[config.mk]
export PLATFORM = sky130hd
export DESIGN_NAME = csv_cell_extractor
export DESIGN_NICKNAME = d
export VERILOG_FILES = /design/src/rtl/csvx_pkg.sv /design/src/rtl/csv_cell_extractor.sv /design/src/rtl/csvx_front.sv /design/src/rtl/csvx_fifo.sv /design/src/rtl/csvx_engine.sv
export SDC_FILE = /design/constraint.sdc
export NUM_CORES = 1
export LEC_CHECK = 0
export ABC_AREA = 0
export ABC_CLOCK_PERIOD_IN_PS = 8250
export CAP_MARGIN = 20
export CORE_MARGIN = 8
export CORE_UTILIZATION = 25
export CTS_CLUSTER_DIAMETER = 120
export DETAILED_ROUTE_END_ITERATION = 6
export DONT_BUFFER_PORTS = 1
export PLACE_DENSITY = 0.46
export SLEW_MARGIN = 10
export SYNTH_ARGS = -nofsm -noshare
export SYNTH_HDL_FRONTEND = slang
export SYNTH_SLANG_ARGS = --single-unit
export TNS_END_PERCENT = 50
[constraint.sdc]
create_clock -name clock -period 8.25 [get_ports clock]
set_input_delay 0.825 -clock clock [delete_from_list [all_inputs] [get_ports clock]]
set_output_delay 0.825 -clock clock [all_outputs]
set_load 0.02 [all_outputs]
[src/rtl/csvx_pkg.sv]
// csvx_pkg: shared types, register indexes and helpers for the CSV cell extractor.
// Used by csvx_front, csvx_fifo, csvx_engine and csv_cell_extractor; no dependencies.
`timescale 1ns / 1ps
`default_nettype none

package csvx_pkg;

   localparam int COUNT_BITS_DEF = 16;
   localparam int QUEUE_DEPTH    = 4;
   localparam int CSR_IDX_W      = 3;
   localparam int CSR_DATA_W     = 16;

   // register indexes
   localparam logic [CSR_IDX_W-1:0] CSR_QUOTE_CHAR   = 3'd0;
   localparam logic [CSR_IDX_W-1:0] CSR_DELIM_CHAR   = 3'd1;
   localparam logic [CSR_IDX_W-1:0] CSR_ROW_END_CHAR = 3'd2;
   localparam logic [CSR_IDX_W-1:0] CSR_TARGET_ROW   = 3'd3;
   localparam logic [CSR_IDX_W-1:0] CSR_TARGET_COL   = 3'd4;

   typedef struct packed {
      logic [7:0] text_byte;
      logic       end_of_text;
   } req_type;

   typedef struct packed {
      logic [7:0] cell_byte;
      logic       byte_valid;
      logic       cell_last;
      logic       cell_found;
   } rsp_type;

   // classified byte as handed from the front to the engine
   typedef struct packed {
      logic [7:0] text_byte;
      logic       eot;
      logic       is_quote;
      logic       is_delim;
      logic       is_row_end;
   } class_type;

   typedef struct packed {
      logic [15:0] target_row;
      logic [15:0] target_col;
   } target_type;

   function automatic rsp_type rsp_content(input logic [7:0] b);
      rsp_type r;
      r.cell_byte  = b;
      r.byte_valid = 1'b1;
      r.cell_last  = 1'b0;
      r.cell_found = 1'b0;
      return r;
   endfunction

   function automatic rsp_type rsp_close(input logic found);
      rsp_type r;
      r.cell_byte  = 8'd0;
      r.byte_valid = 1'b0;
      r.cell_last  = 1'b1;
      r.cell_found = found;
      return r;
   endfunction

endpackage

`default_nettype wire

[src/rtl/csv_cell_extractor.sv]
// csv_cell_extractor: one text byte per transaction in, bytes of the selected cell out.
// Each result passes through the queue and then the output register before it is valid.
// Throughput: one byte per cycle while the output is taken; a byte that releases a held-back
// quote yields two results, which leave one after the other via the second slot and hold off
// the next byte until the second result has moved to the output register.
// Reset (synchronous): registers to defaults, skip-rows phase, counters cleared, queue empty.
// Depends on csvx_pkg, csvx_front, csvx_fifo and csvx_engine.
`timescale 1ns / 1ps
`default_nettype none

module csv_cell_extractor #(
   parameter int COUNT_BITS = csvx_pkg::COUNT_BITS_DEF
) (
   input  wire logic                             clock,
   input  wire logic                             reset,
   input  wire logic                             csr_we,
   input  wire logic [csvx_pkg::CSR_IDX_W-1:0]   csr_index,
   input  wire logic [csvx_pkg::CSR_DATA_W-1:0]  csr_wdata,
   input  wire logic                             req_valid,
   output logic                                  req_ready,
   input  wire csvx_pkg::req_type                req_data,
   output logic                                  rsp_valid,
   input  wire logic                             rsp_ready,
   output csvx_pkg::rsp_type                     rsp_data
);
   import csvx_pkg::*;

   class_type   front_class;
   class_type   queue_data;
   target_type  targets;
   logic        queue_full;
   logic        queue_not_empty;
   logic        queue_pop;

   assign req_ready = !queue_full;

   csvx_front u_front (
      .clock      (clock),
      .reset      (reset),
      .csr_we     (csr_we),
      .csr_index  (csr_index),
      .csr_wdata  (csr_wdata),
      .req_data   (req_data),
      .class_data (front_class),
      .targets    (targets)
   );

   csvx_fifo u_fifo (
      .clock     (clock),
      .reset     (reset),
      .push      (req_valid && req_ready),
      .wr_data   (front_class),
      .full      (queue_full),
      .pop       (queue_pop),
      .not_empty (queue_not_empty),
      .rd_data   (queue_data)
   );

   csvx_engine #(
      .COUNT_BITS (COUNT_BITS)
   ) u_engine (
      .clock     (clock),
      .reset     (reset),
      .targets   (targets),
      .in_valid  (queue_not_empty),
      .in_data   (queue_data),
      .pop       (queue_pop),
      .rsp_valid (rsp_valid),
      .rsp_ready (rsp_ready),
      .rsp_data  (rsp_data)
   );

endmodule

`default_nettype wire

[src/rtl/csvx_front.sv]
// csvx_front: configuration registers and byte classification ahead of the queue.
// Depends on csvx_pkg.
`timescale 1ns / 1ps
`default_nettype none

module csvx_front (
   input  wire logic                              clock,
   input  wire logic                              reset,
   input  wire logic                              csr_we,
   input  wire logic [csvx_pkg::CSR_IDX_W-1:0]    csr_index,
   input  wire logic [csvx_pkg::CSR_DATA_W-1:0]   csr_wdata,
   input  wire csvx_pkg::req_type                 req_data,
   output csvx_pkg::class_type                    class_data,
   output csvx_pkg::target_type                   targets
);
   import csvx_pkg::*;

   logic [7:0]  quote_ff,   quote_in;
   logic [7:0]  delim_ff,   delim_in;
   logic [7:0]  row_end_ff, row_end_in;
   logic [15:0] trow_ff,    trow_in;
   logic [15:0] tcol_ff,    tcol_in;

   always_comb begin
      quote_in   = quote_ff;
      delim_in   = delim_ff;
      row_end_in = row_end_ff;
      trow_in    = trow_ff;
      tcol_in    = tcol_ff;
      if (csr_we) begin
         case (csr_index)
            CSR_QUOTE_CHAR:   quote_in   = csr_wdata[7:0];
            CSR_DELIM_CHAR:   delim_in   = csr_wdata[7:0];
            CSR_ROW_END_CHAR: row_end_in = csr_wdata[7:0];
            CSR_TARGET_ROW:   trow_in    = csr_wdata;
            CSR_TARGET_COL:   tcol_in    = csr_wdata;
            default: ;
         endcase
      end
   end

   always_ff @(posedge clock) begin
      if (reset) begin
         quote_ff   <= 8'd34;
         delim_ff   <= 8'd44;
         row_end_ff <= 8'd10;
         trow_ff    <= 16'd0;
         tcol_ff    <= 16'd0;
      end else begin
         quote_ff   <= quote_in;
         delim_ff   <= delim_in;
         row_end_ff <= row_end_in;
         trow_ff    <= trow_in;
         tcol_ff    <= tcol_in;
      end
   end

   always_comb begin
      class_data.text_byte  = req_data.text_byte;
      class_data.eot        = req_data.end_of_text;
      class_data.is_quote   = (req_data.text_byte == quote_ff);
      class_data.is_delim   = (req_data.text_byte == delim_ff);
      class_data.is_row_end = (req_data.text_byte == row_end_ff);
      targets.target_row    = trow_ff;
      targets.target_col    = tcol_ff;
   end

endmodule

`default_nettype wire

[src/rtl/csvx_fifo.sv]
// csvx_fifo: short queue of classified bytes between the front and the engine.
// Depends on csvx_pkg.
`timescale 1ns / 1ps
`default_nettype none

module csvx_fifo (
   input  wire logic                 clock,
   input  wire logic                 reset,
   input  wire logic                 push,
   input  wire csvx_pkg::class_type  wr_data,
   output logic                      full,
   input  wire logic                 pop,
   output logic                      not_empty,
   output csvx_pkg::class_type       rd_data
);
   import csvx_pkg::*;

   localparam int PtrW = $clog2(QUEUE_DEPTH);
   localparam int CntW = $clog2(QUEUE_DEPTH + 1);

   class_type          mem [QUEUE_DEPTH];
   logic [PtrW-1:0]    wr_ptr_ff, wr_ptr_in;
   logic [PtrW-1:0]    rd_ptr_ff, rd_ptr_in;
   logic [CntW-1:0]    count_ff,  count_in;

   assign full      = (count_ff == CntW'(QUEUE_DEPTH));
   assign not_empty = (count_ff != '0);
   assign rd_data   = mem[rd_ptr_ff];

   always_comb begin
      wr_ptr_in = push ? wr_ptr_ff + 1'b1 : wr_ptr_ff;
      rd_ptr_in = pop  ? rd_ptr_ff + 1'b1 : rd_ptr_ff;
      count_in  = count_ff;
      if (push && !pop) begin
         count_in = count_ff + 1'b1;
      end else if (pop && !push) begin
         count_in = count_ff - 1'b1;
      end
   end

   always_ff @(posedge clock) begin
      if (reset) begin
         wr_ptr_ff <= '0;
         rd_ptr_ff <= '0;
         count_ff  <= '0;
      end else begin
         wr_ptr_ff <= wr_ptr_in;
         rd_ptr_ff <= rd_ptr_in;
         count_ff  <= count_in;
      end
   end

   always_ff @(posedge clock) begin
      if (push) begin
         mem[wr_ptr_ff] <= wr_data;
      end
   end

endmodule

`default_nettype wire

[src/rtl/csvx_engine.sv]
// csvx_engine: row/column skipping state machine and cell copy, with output register
// and a second slot for bytes that release a held-back quote. Depends on csvx_pkg.
`timescale 1ns / 1ps
`default_nettype none

module csvx_engine #(
   parameter int COUNT_BITS = csvx_pkg::COUNT_BITS_DEF
) (
   input  wire logic                   clock,
   input  wire logic                   reset,
   input  wire csvx_pkg::target_type   targets,
   input  wire logic                   in_valid,
   input  wire csvx_pkg::class_type    in_data,
   output logic                        pop,
   output logic                        rsp_valid,
   input  wire logic                   rsp_ready,
   output csvx_pkg::rsp_type           rsp_data
);
   import csvx_pkg::*;

   localparam int CmpW = (COUNT_BITS > 16) ? COUNT_BITS : 16;

   typedef enum logic [2:0] {
      PH_SKIP_ROWS,
      PH_SKIP_COLS,
      PH_QSKIP_IN,
      PH_QSKIP_AFTER,
      PH_CELL,
      PH_QCOPY,
      PH_QPEND,
      PH_DONE
   } phase_type;

   phase_type              phase_ff, phase_in, ph;
   logic [COUNT_BITS-1:0]  rows_ff, rows_in;
   logic [COUNT_BITS-1:0]  cols_ff, cols_in;
   logic [7:0]             pend_ff, pend_in;
   logic                   out_valid_ff, out_valid_in;
   rsp_type                out_ff, out_in;
   logic                   extra_valid_ff, extra_valid_in;
   rsp_type                extra_ff, extra_in;

   logic                   out_free;
   logic                   rows_ge, cols_ge;
   logic                   is_end;
   logic [1:0]             n_res;
   rsp_type                r0, r1;

   assign out_free  = !out_valid_ff || rsp_ready;
   // an item is only taken when all of its results have a place to go
   assign pop       = in_valid && out_free && !extra_valid_ff;
   assign rsp_valid = out_valid_ff;
   assign rsp_data  = out_ff;

   assign rows_ge = CmpW'(rows_ff) >= CmpW'(targets.target_row);
   assign cols_ge = CmpW'(cols_ff) >= CmpW'(targets.target_col);
   assign is_end  = in_data.eot || in_data.is_delim || in_data.is_row_end;

   function automatic logic [COUNT_BITS-1:0] sat_inc(input logic [COUNT_BITS-1:0] v);
      return (v == '1) ? v : v + 1'b1;
   endfunction

   always_comb begin
      ph      = phase_ff;
      rows_in = rows_ff;
      cols_in = cols_ff;
      pend_in = pend_ff;
      n_res   = 2'd0;
      r0      = '0;
      r1      = '0;
      if (pop) begin
         if (ph == PH_SKIP_ROWS && rows_ge) begin
            ph = PH_SKIP_COLS;
         end
         if (ph == PH_SKIP_COLS && cols_ge) begin
            ph = PH_CELL;
         end
         unique case (ph) inside
            PH_SKIP_ROWS, PH_SKIP_COLS, PH_QSKIP_IN, PH_QSKIP_AFTER: begin
               if (in_data.eot) begin
                  ph    = PH_DONE;
                  n_res = 2'd1;
                  r0    = rsp_close(1'b0);
               end else begin
                  unique case (ph) inside
                     PH_SKIP_ROWS: begin
                        if (in_data.is_row_end) rows_in = sat_inc(rows_ff);
                     end
                     PH_SKIP_COLS: begin
                        if (in_data.is_quote) begin
                           ph = PH_QSKIP_IN;
                        end else if (in_data.is_delim) begin
                           cols_in = sat_inc(cols_ff);
                        end
                     end
                     PH_QSKIP_IN: begin
                        if (in_data.is_quote) ph = PH_QSKIP_AFTER;
                     end
                     default: begin
                        // after a closing-quote candidate
                        if (in_data.is_delim || in_data.is_row_end) begin
                           cols_in = sat_inc(cols_ff);
                           ph      = PH_SKIP_COLS;
                        end else if (!in_data.is_quote) begin
                           ph = PH_QSKIP_IN;
                        end
                     end
                  endcase
               end
            end
            PH_CELL: begin
               if (is_end) begin
                  ph    = PH_DONE;
                  n_res = 2'd1;
                  r0    = rsp_close(1'b1);
               end else if (in_data.is_quote) begin
                  ph = PH_QCOPY;
               end else begin
                  n_res = 2'd1;
                  r0    = rsp_content(in_data.text_byte);
               end
            end
            PH_QCOPY: begin
               if (in_data.eot) begin
                  ph    = PH_DONE;
                  n_res = 2'd1;
                  r0    = rsp_close(1'b1);
               end else if (in_data.is_quote) begin
                  pend_in = in_data.text_byte;
                  ph      = PH_QPEND;
               end else begin
                  n_res = 2'd1;
                  r0    = rsp_content(in_data.text_byte);
               end
            end
            PH_QPEND: begin
               if (is_end) begin
                  ph    = PH_DONE;
                  n_res = 2'd1;
                  r0    = rsp_close(1'b1);
               end else begin
                  r0 = rsp_content(pend_ff);
                  if (in_data.is_quote) begin
                     n_res   = 2'd1;
                     pend_in = in_data.text_byte;
                  end else begin
                     n_res = 2'd2;
                     r1    = rsp_content(in_data.text_byte);
                     ph    = PH_QCOPY;
                  end
               end
            end
            default: ;  // done: transactions are drained without results
         endcase
      end
      phase_in = ph;
   end

   always_comb begin
      out_valid_in   = out_valid_ff;
      out_in         = out_ff;
      extra_valid_in = extra_valid_ff;
      extra_in       = extra_ff;
      if (out_free) begin
         if (extra_valid_ff) begin
            out_valid_in   = 1'b1;
            out_in         = extra_ff;
            extra_valid_in = 1'b0;
         end else if (n_res != 2'd0) begin
            out_valid_in   = 1'b1;
            out_in         = r0;
            extra_valid_in = (n_res == 2'd2);
            extra_in       = r1;
         end else begin
            out_valid_in = 1'b0;
         end
      end
   end

   always_ff @(posedge clock) begin
      if (reset) begin
         phase_ff       <= PH_SKIP_ROWS;
         rows_ff        <= '0;
         cols_ff        <= '0;
         pend_ff        <= 8'd0;
         out_valid_ff   <= 1'b0;
         extra_valid_ff <= 1'b0;
      end else begin
         phase_ff       <= phase_in;
         rows_ff        <= rows_in;
         cols_ff        <= cols_in;
         pend_ff        <= pend_in;
         out_valid_ff   <= out_valid_in;
         extra_valid_ff <= extra_valid_in;
      end
      out_ff   <= out_in;
      extra_ff <= extra_in;
   end

endmodule

`default_nettype wire
Word-level counts from Yosys, hierarchy flattened
Memory sizes are Yosys's and may differ from the RTL's. A register that Yosys moved wholly into a read port is not among the register bits.
Cells that the tools add are included.
{"block": "word_totals", "regBits": 130, "memories": 1, "inputBits": 33, "out_inout_bits": 13, "wordCells": 150, "ram_bits": 48}
{"block": "classes", "n_mux": 53, "n_eq_ne": 22, "n_lt_le_gt_ge": 2, "addsub": 6, "bitwise": 6, "reduce_logical": 38}
{"memory": "u_fifo.mem", "words": 4, "width": 12, "read_ports": 1, "rd_clocked_by_memory_dff": 1, "wr": 1, "line": "csvx_fifo.sv:21", "rtl": "class_type mem [QUEUE_DEPTH];"}
{"cell": "11-bit two-way mux", "count": 7}
{"cell": "16-bit two-way mux", "count": 4}
{"cell": "3-bit two-way mux", "count": 17}
{"cell": "11-bit one-hot mux with 4 select lines", "count": 1}
{"cell": "16-bit by 1-bit adder with 16-bit output (second input constant)", "count": 2}
{"cell": "16-bit equality test (second input constant)", "count": 2}
{"cell": "16-bit >= comparator", "count": 2}
{"cell": "16-bit one-hot mux with 2 select lines", "count": 1}
{"cell": "8-bit equality test", "count": 3}
{"cell": "8-bit two-way mux", "count": 3}
{"cell": "8-bit one-hot mux with 2 select lines", "count": 1}
{"cell": "3-bit equality test (second input constant)", "count": 5}
{"cell": "2-bit two-way mux", "count": 7}
{"cell": "3-bit by 2-bit equality test with 1-bit output (second input constant)", "count": 4}
{"cell": "3-bit one-hot mux with 4 select lines", "count": 1}
{"cell": "2-bit AND reduction", "count": 6}
{"cell": "2-bit nonzero test", "count": 5}
{"cell": "3-bit by 1-bit equality test with 1-bit output (second input constant)", "count": 3}
{"cell": "3-bit logical NOT", "count": 3}
{"cell": "1-bit two-way mux", "count": 9}
{"cell": "3-bit one-hot mux with 3 select lines", "count": 1}
{"cell": "2-bit one-hot mux with 4 select lines", "count": 1}
{"cell": "1-bit logical AND", "count": 7}
{"cell": "7-bit AND reduction", "count": 1}
{"cell": "other kinds (16)", "count": 31}

Longest topological paths before layout
{"block": "logic_depth", "depth_word": 16, "mapped_depth": 11, "mapped_depth_nobuf": 9}

Cells and area by module
Synthesis repeated with hierarchy kept, for this count alone.
{"block": "hier_totals", "hier_cells": 860, "area_unflattened_um2": 8718.4}
{"module": "csvx_engine", "area_per_inst_um2": 4190.3, "n_inst": 1, "cells_per_inst": 483, "seq_area_each_um2": 1501.4}
{"module": "csvx_front", "area_per_inst_um2": 2352.3, "n_inst": 1, "cells_per_inst": 269, "seq_area_each_um2": 1121.1}
{"module": "csvx_fifo", "area_per_inst_um2": 2165.8, "n_inst": 1, "cells_per_inst": 106, "seq_area_each_um2": 1621.6}
{"module": "csv_cell_extractor", "area_per_inst_um2": 10.0, "n_inst": 1, "cells_per_inst": 2, "seq_area_each_um2": 0.0}

Least setup slack after synthesis
Ideal clock, no wire load.
{"block": "synth_timing", "path_kind": "input to register", "startpoint": "input port rsp_ready", "endpoint": "register u_engine.out_ff (netlist bit u_engine.rsp_data[0]), enable pin", "setup_ns": 0.382, "cell_stages": 7, "setup_slack_ns": 5.224, "path_buffers": 0, "t_arrival_ns": 2.643, "t_required_ns": 7.868, "path_cell_list": "nor2b_1 nor3_1 inv_1 a221o_1 a31oi_1 nor3_1 a21oi_1"}
{"block": "synth_via", "elab_chain_len": 7}
{"element": "from (decl)", "line": "csv_cell_extractor.sv:23", "rtl": "input wire logic rsp_ready,"}
{"element": "1-bit logical OR *", "line": "csvx_engine.sv:49", "rtl": "assign out_free = !out_valid_ff || rsp_ready;"}
{"element": "1-bit logical AND (2 in a row)", "line": "csvx_engine.sv:51", "rtl": "assign pop = in_valid && out_free && !extra_valid_ff;"}
{"element": "2-bit two-way mux", "line": "csvx_engine.sv:71", "rtl": "if (pop) begin"}
{"element": "2-bit nonzero test", "line": "csvx_engine.sv:169", "rtl": "end else if (n_res != 2'd0) begin"}
{"element": "2-bit nonzero test (no source line)"}
{"element": "2-bit AND reduction (no source line) *"}
{"element": "to (signal assigned)", "line": "csvx_engine.sv:196", "rtl": "out_ff <= out_in;"}
{"element": "to (decl)", "line": "csvx_engine.sv:39", "rtl": "rsp_type out_ff, out_in;"}
Every way passes the cells marked *; elsewhere a longest branch is shown, timed or not.
A chain may end at the register's enable or synchronous reset.

==> flow_summary.toml <==
[worst_setup_path]
critical-path-slowest-cell = "dfxtp_1"
crit_chain = "mux4_2, nor4_4, and3_1, nand3_2, nor3_1, and3b_1, mux2_2"
cpLargestDelayFamily = "simple AND/OR/NAND/NOR gates"
end_kind = "flip-flop"
cp_num_buf_inv = 0
slowest_delay_ns = 0.84
cp_max_fo = 15
arrival_ns = 3.92
crit_required_ns = 8.57
crit_path_start_kind = "flip-flop"
crit_type = "flip-flop to flip-flop"

[detailed_routing]
vias = 5933
drtIter0Drc = 267
routed_wl_um = 20130
drc_errors = 0
antenna_left = 0
routedWlPerCell_um = 15.48
routed_via_density = 4.564
drt-pass1-iter-count = 4

[layout]
antenna_cells = 0
syn2layout_area_growth_pct = 11.97
fin_area_sq_mm = 0.009575
layout.nets = 912
nFillCells = 3473
drive_above_1_share = 0.07629
seq_area_sq_mm = 0.004244
multi_input_area_sq_mm = 0.003969
fin_util = 0.2848

[clock_tree]
cts_setup_buffers = 0
cts_buffers = 17
post_cts_resized = 0
cts_num_sinks = 178
cts_root_buffer = "clkbuf_16"
max-clock-path-buffers = 2
cts_tree = "yes"
cts_hold_buf = 0
worst_skew_pair.late_latency_ns = 0.44
h-tree-depth = 4
path_clk_slew_ns = 0.07

[global_routing]
grt_util_met2 = 0.1613
grt_pass1_wl_um = 32150
grt_busiest_layer = "met2"
grt_use_met1 = 0.1264
grt_pass1_vias = 5660
use_met3 = 0.02388
grt_start_max_net_pins = 114
grt_usage = 0.09968
grt_overflow = 0
antenna_found_initial = 0

[synth]
ys_ff_latch = 178
synth_edf_count = 68
ys.flop_type = "dfxtp_1"
synth_seq_area_share = 0.4963
syn_area_per_cell_sq_um = 9.979
synth.most_common_cell = "nand2_1"
yosysWarnings = 0
async_flop_share = 0
syn_inst = 857
yosysTopAreaCellShare = 0.2575
yosysTopAreaCell = "dfxtp_1"
synth_common_cells = "120 x nand2_1, 110 x dfxtp_1, 72 x a21oi_1"
ys_top_cells_by_area = "dfxtp_1 26%, edfxtp_1 24%, ha_1 5.7%, nand2_1 5.3%, a21oi_1 4.2%"
synth_area_sq_mm = 0.008552
ys_types = 62
synth_nets = 930

[timing]
hold_viol = 0
relSlewSlack = 0.3069
rsz0062_at_grt = "false"
setup_violations = 0
skew_ns = 0.01381
slew_viol_final = 0
hold_slack_ns = 0.4525
period_minus_slack_ns = 3.599
fin_tns_setup_ns = 0
period_share = 0.4362
worst_pin_slew_ns = 1.036
fmax_mhz = 277.9

[power_and_ir_drop]
seqPwrFrac = 0.462
leakagePower_nw = 3.127
power_mw = 2.557
vdd_drop_max_mv = 0.1206
power_density_mw_per_mm2 = 267.0
p_sw_frac = 0.3424
pwr-share-clk = 0.327
pwr-share-comb = 0.211
p_int_mw = 1.681
p_switching_uw = 875.5

[placed_design]
port_buffers = 0
hpwl_um = 14230
place_area_sq_mm = 0.008954
place.gp.congestion = 0.7418

[floorplanning]
std_cell_rows = 67
design.die.area_sq_mm = 0.04038
die_x_um = 201.0
initial_utilization = 0.2544
die_y_um = 201.0
core_sq_mm = 0.03362
pin_count = 46

[worst_hold_path]
min_path_type = "flip-flop to flip-flop"

[run_status]
status = "complete, no violations"

[job]
cap_violations = 0
worst min-delay path, delay by kind of cell, from the launching register on:
family          cells  cell delay, ns
compound gates      1            0.05
simple gates        1            0.05
flops               1            0.31
sequential cells by signal, indices dropped and copies added (netlist names), named ones only:
register,flops
u_engine.phase_ff,3
u_front.trow_ff,16
u_front.quote_ff,8
u_front.tcol_ff,16
u_engine.rows_ff,16
u_front.delim_ff,8
u_engine.extra_ff,9
u_front.row_end_ff,8
u_fifo.mem,48
u_fifo.rd_ptr_ff,2
u_engine.rsp_valid,1
u_engine.extra_valid_ff,1
u_fifo.count_ff,3
u_engine.pend_ff,8
u_fifo.wr_ptr_ff,2
u_engine.rsp_data,11
u_engine.cols_ff,16
power by group through the flow:
stage | registers [mW] | clock network, mW | logic, mW
after floorplan | 1.14 | 0 | 0.461
after global placement | 1.21 | 0 | 0.538
after detailed placement | 1.21 | 0 | 0.536
after CTS | 1.19 | 0.860 | 0.539
after global routing | 1.20 | 0.898 | 0.608
final | 1.18 | 0.836 | 0.539
stage by stage:
step	setup slack (ns)	cells
3_3_place_gp	4.309	1267
3_5_place_dp	4.323	1267
4_1_cts	4.307	1299
2_1_floorplan	5.224	857
5_1_grt	4.304	1300
6_report	4.651	1300
cells in the final DEF (no fill, tap or decap), drive strengths merged, types with 22 or more instances in the layout:
cell type and count:
a21oi 72, xnor2 40, ha 39, inv 51
nor2 71, dfxtp 110, nand2 120, mux2i 22
edfxtp 68
layer usage:
| layer | routed length [um] | up-vias |
|---|---|---|
| met3 | 811 | 20 |
| li1 | - | 3016 |
| met5 | 0 | - |
| met2 | 9550 | 81 |
| met1 | 9355 | 2816 |
| met4 | 408 | 0 |
worst paths after layout:
path | startpoint | endpoint | slack, ns | depth (start not counted)
setup / recovery | flip-flop | u_engine.rows_ff[15]$_SDFFE_PP0P_ | 4.65 | 7
hold / removal | u_front.trow_ff[11]$_SDFFE_PP0P_ | u_front.trow_ff[11]$_SDFFE_PP0P_ | 0.45 | 2
setup reg to reg | flip-flop | u_engine.rows_ff[15]$_SDFFE_PP0P_ | 4.65 | 7
hold reg to reg | u_front.trow_ff[11]$_SDFFE_PP0P_ | u_front.trow_ff[11]$_SDFFE_PP0P_ | 0.45 | 2
final cells by class:
cell class	count	share of cell area
flip-flops and latches	178	0.4432
inverters	42	0.01646
repair buffers	4	0.003136
clock buffers	17	0.04443
multi-input cells	596	0.4145
clock inverters	15	0.01973
well taps	448	0.05854
kinds of logic (layout without fill, tap and decap cells):
kind of cell / count (synthesis) / after routing / synth area share
fa+ha+maj: 40 / 40 / 0.05940
xor+xnor: 43 / 43 / 0.04404
flops: 178 / 178 / 0.4963
simple gates: 318 / 318 / 0.1836
compound gates: 157 / 157 / 0.1138
mux: 38 / 38 / 0.06262
buf+inv: 83 / 78 / 0.04023
Note: power is estimated with default switching activity, not from simulation.
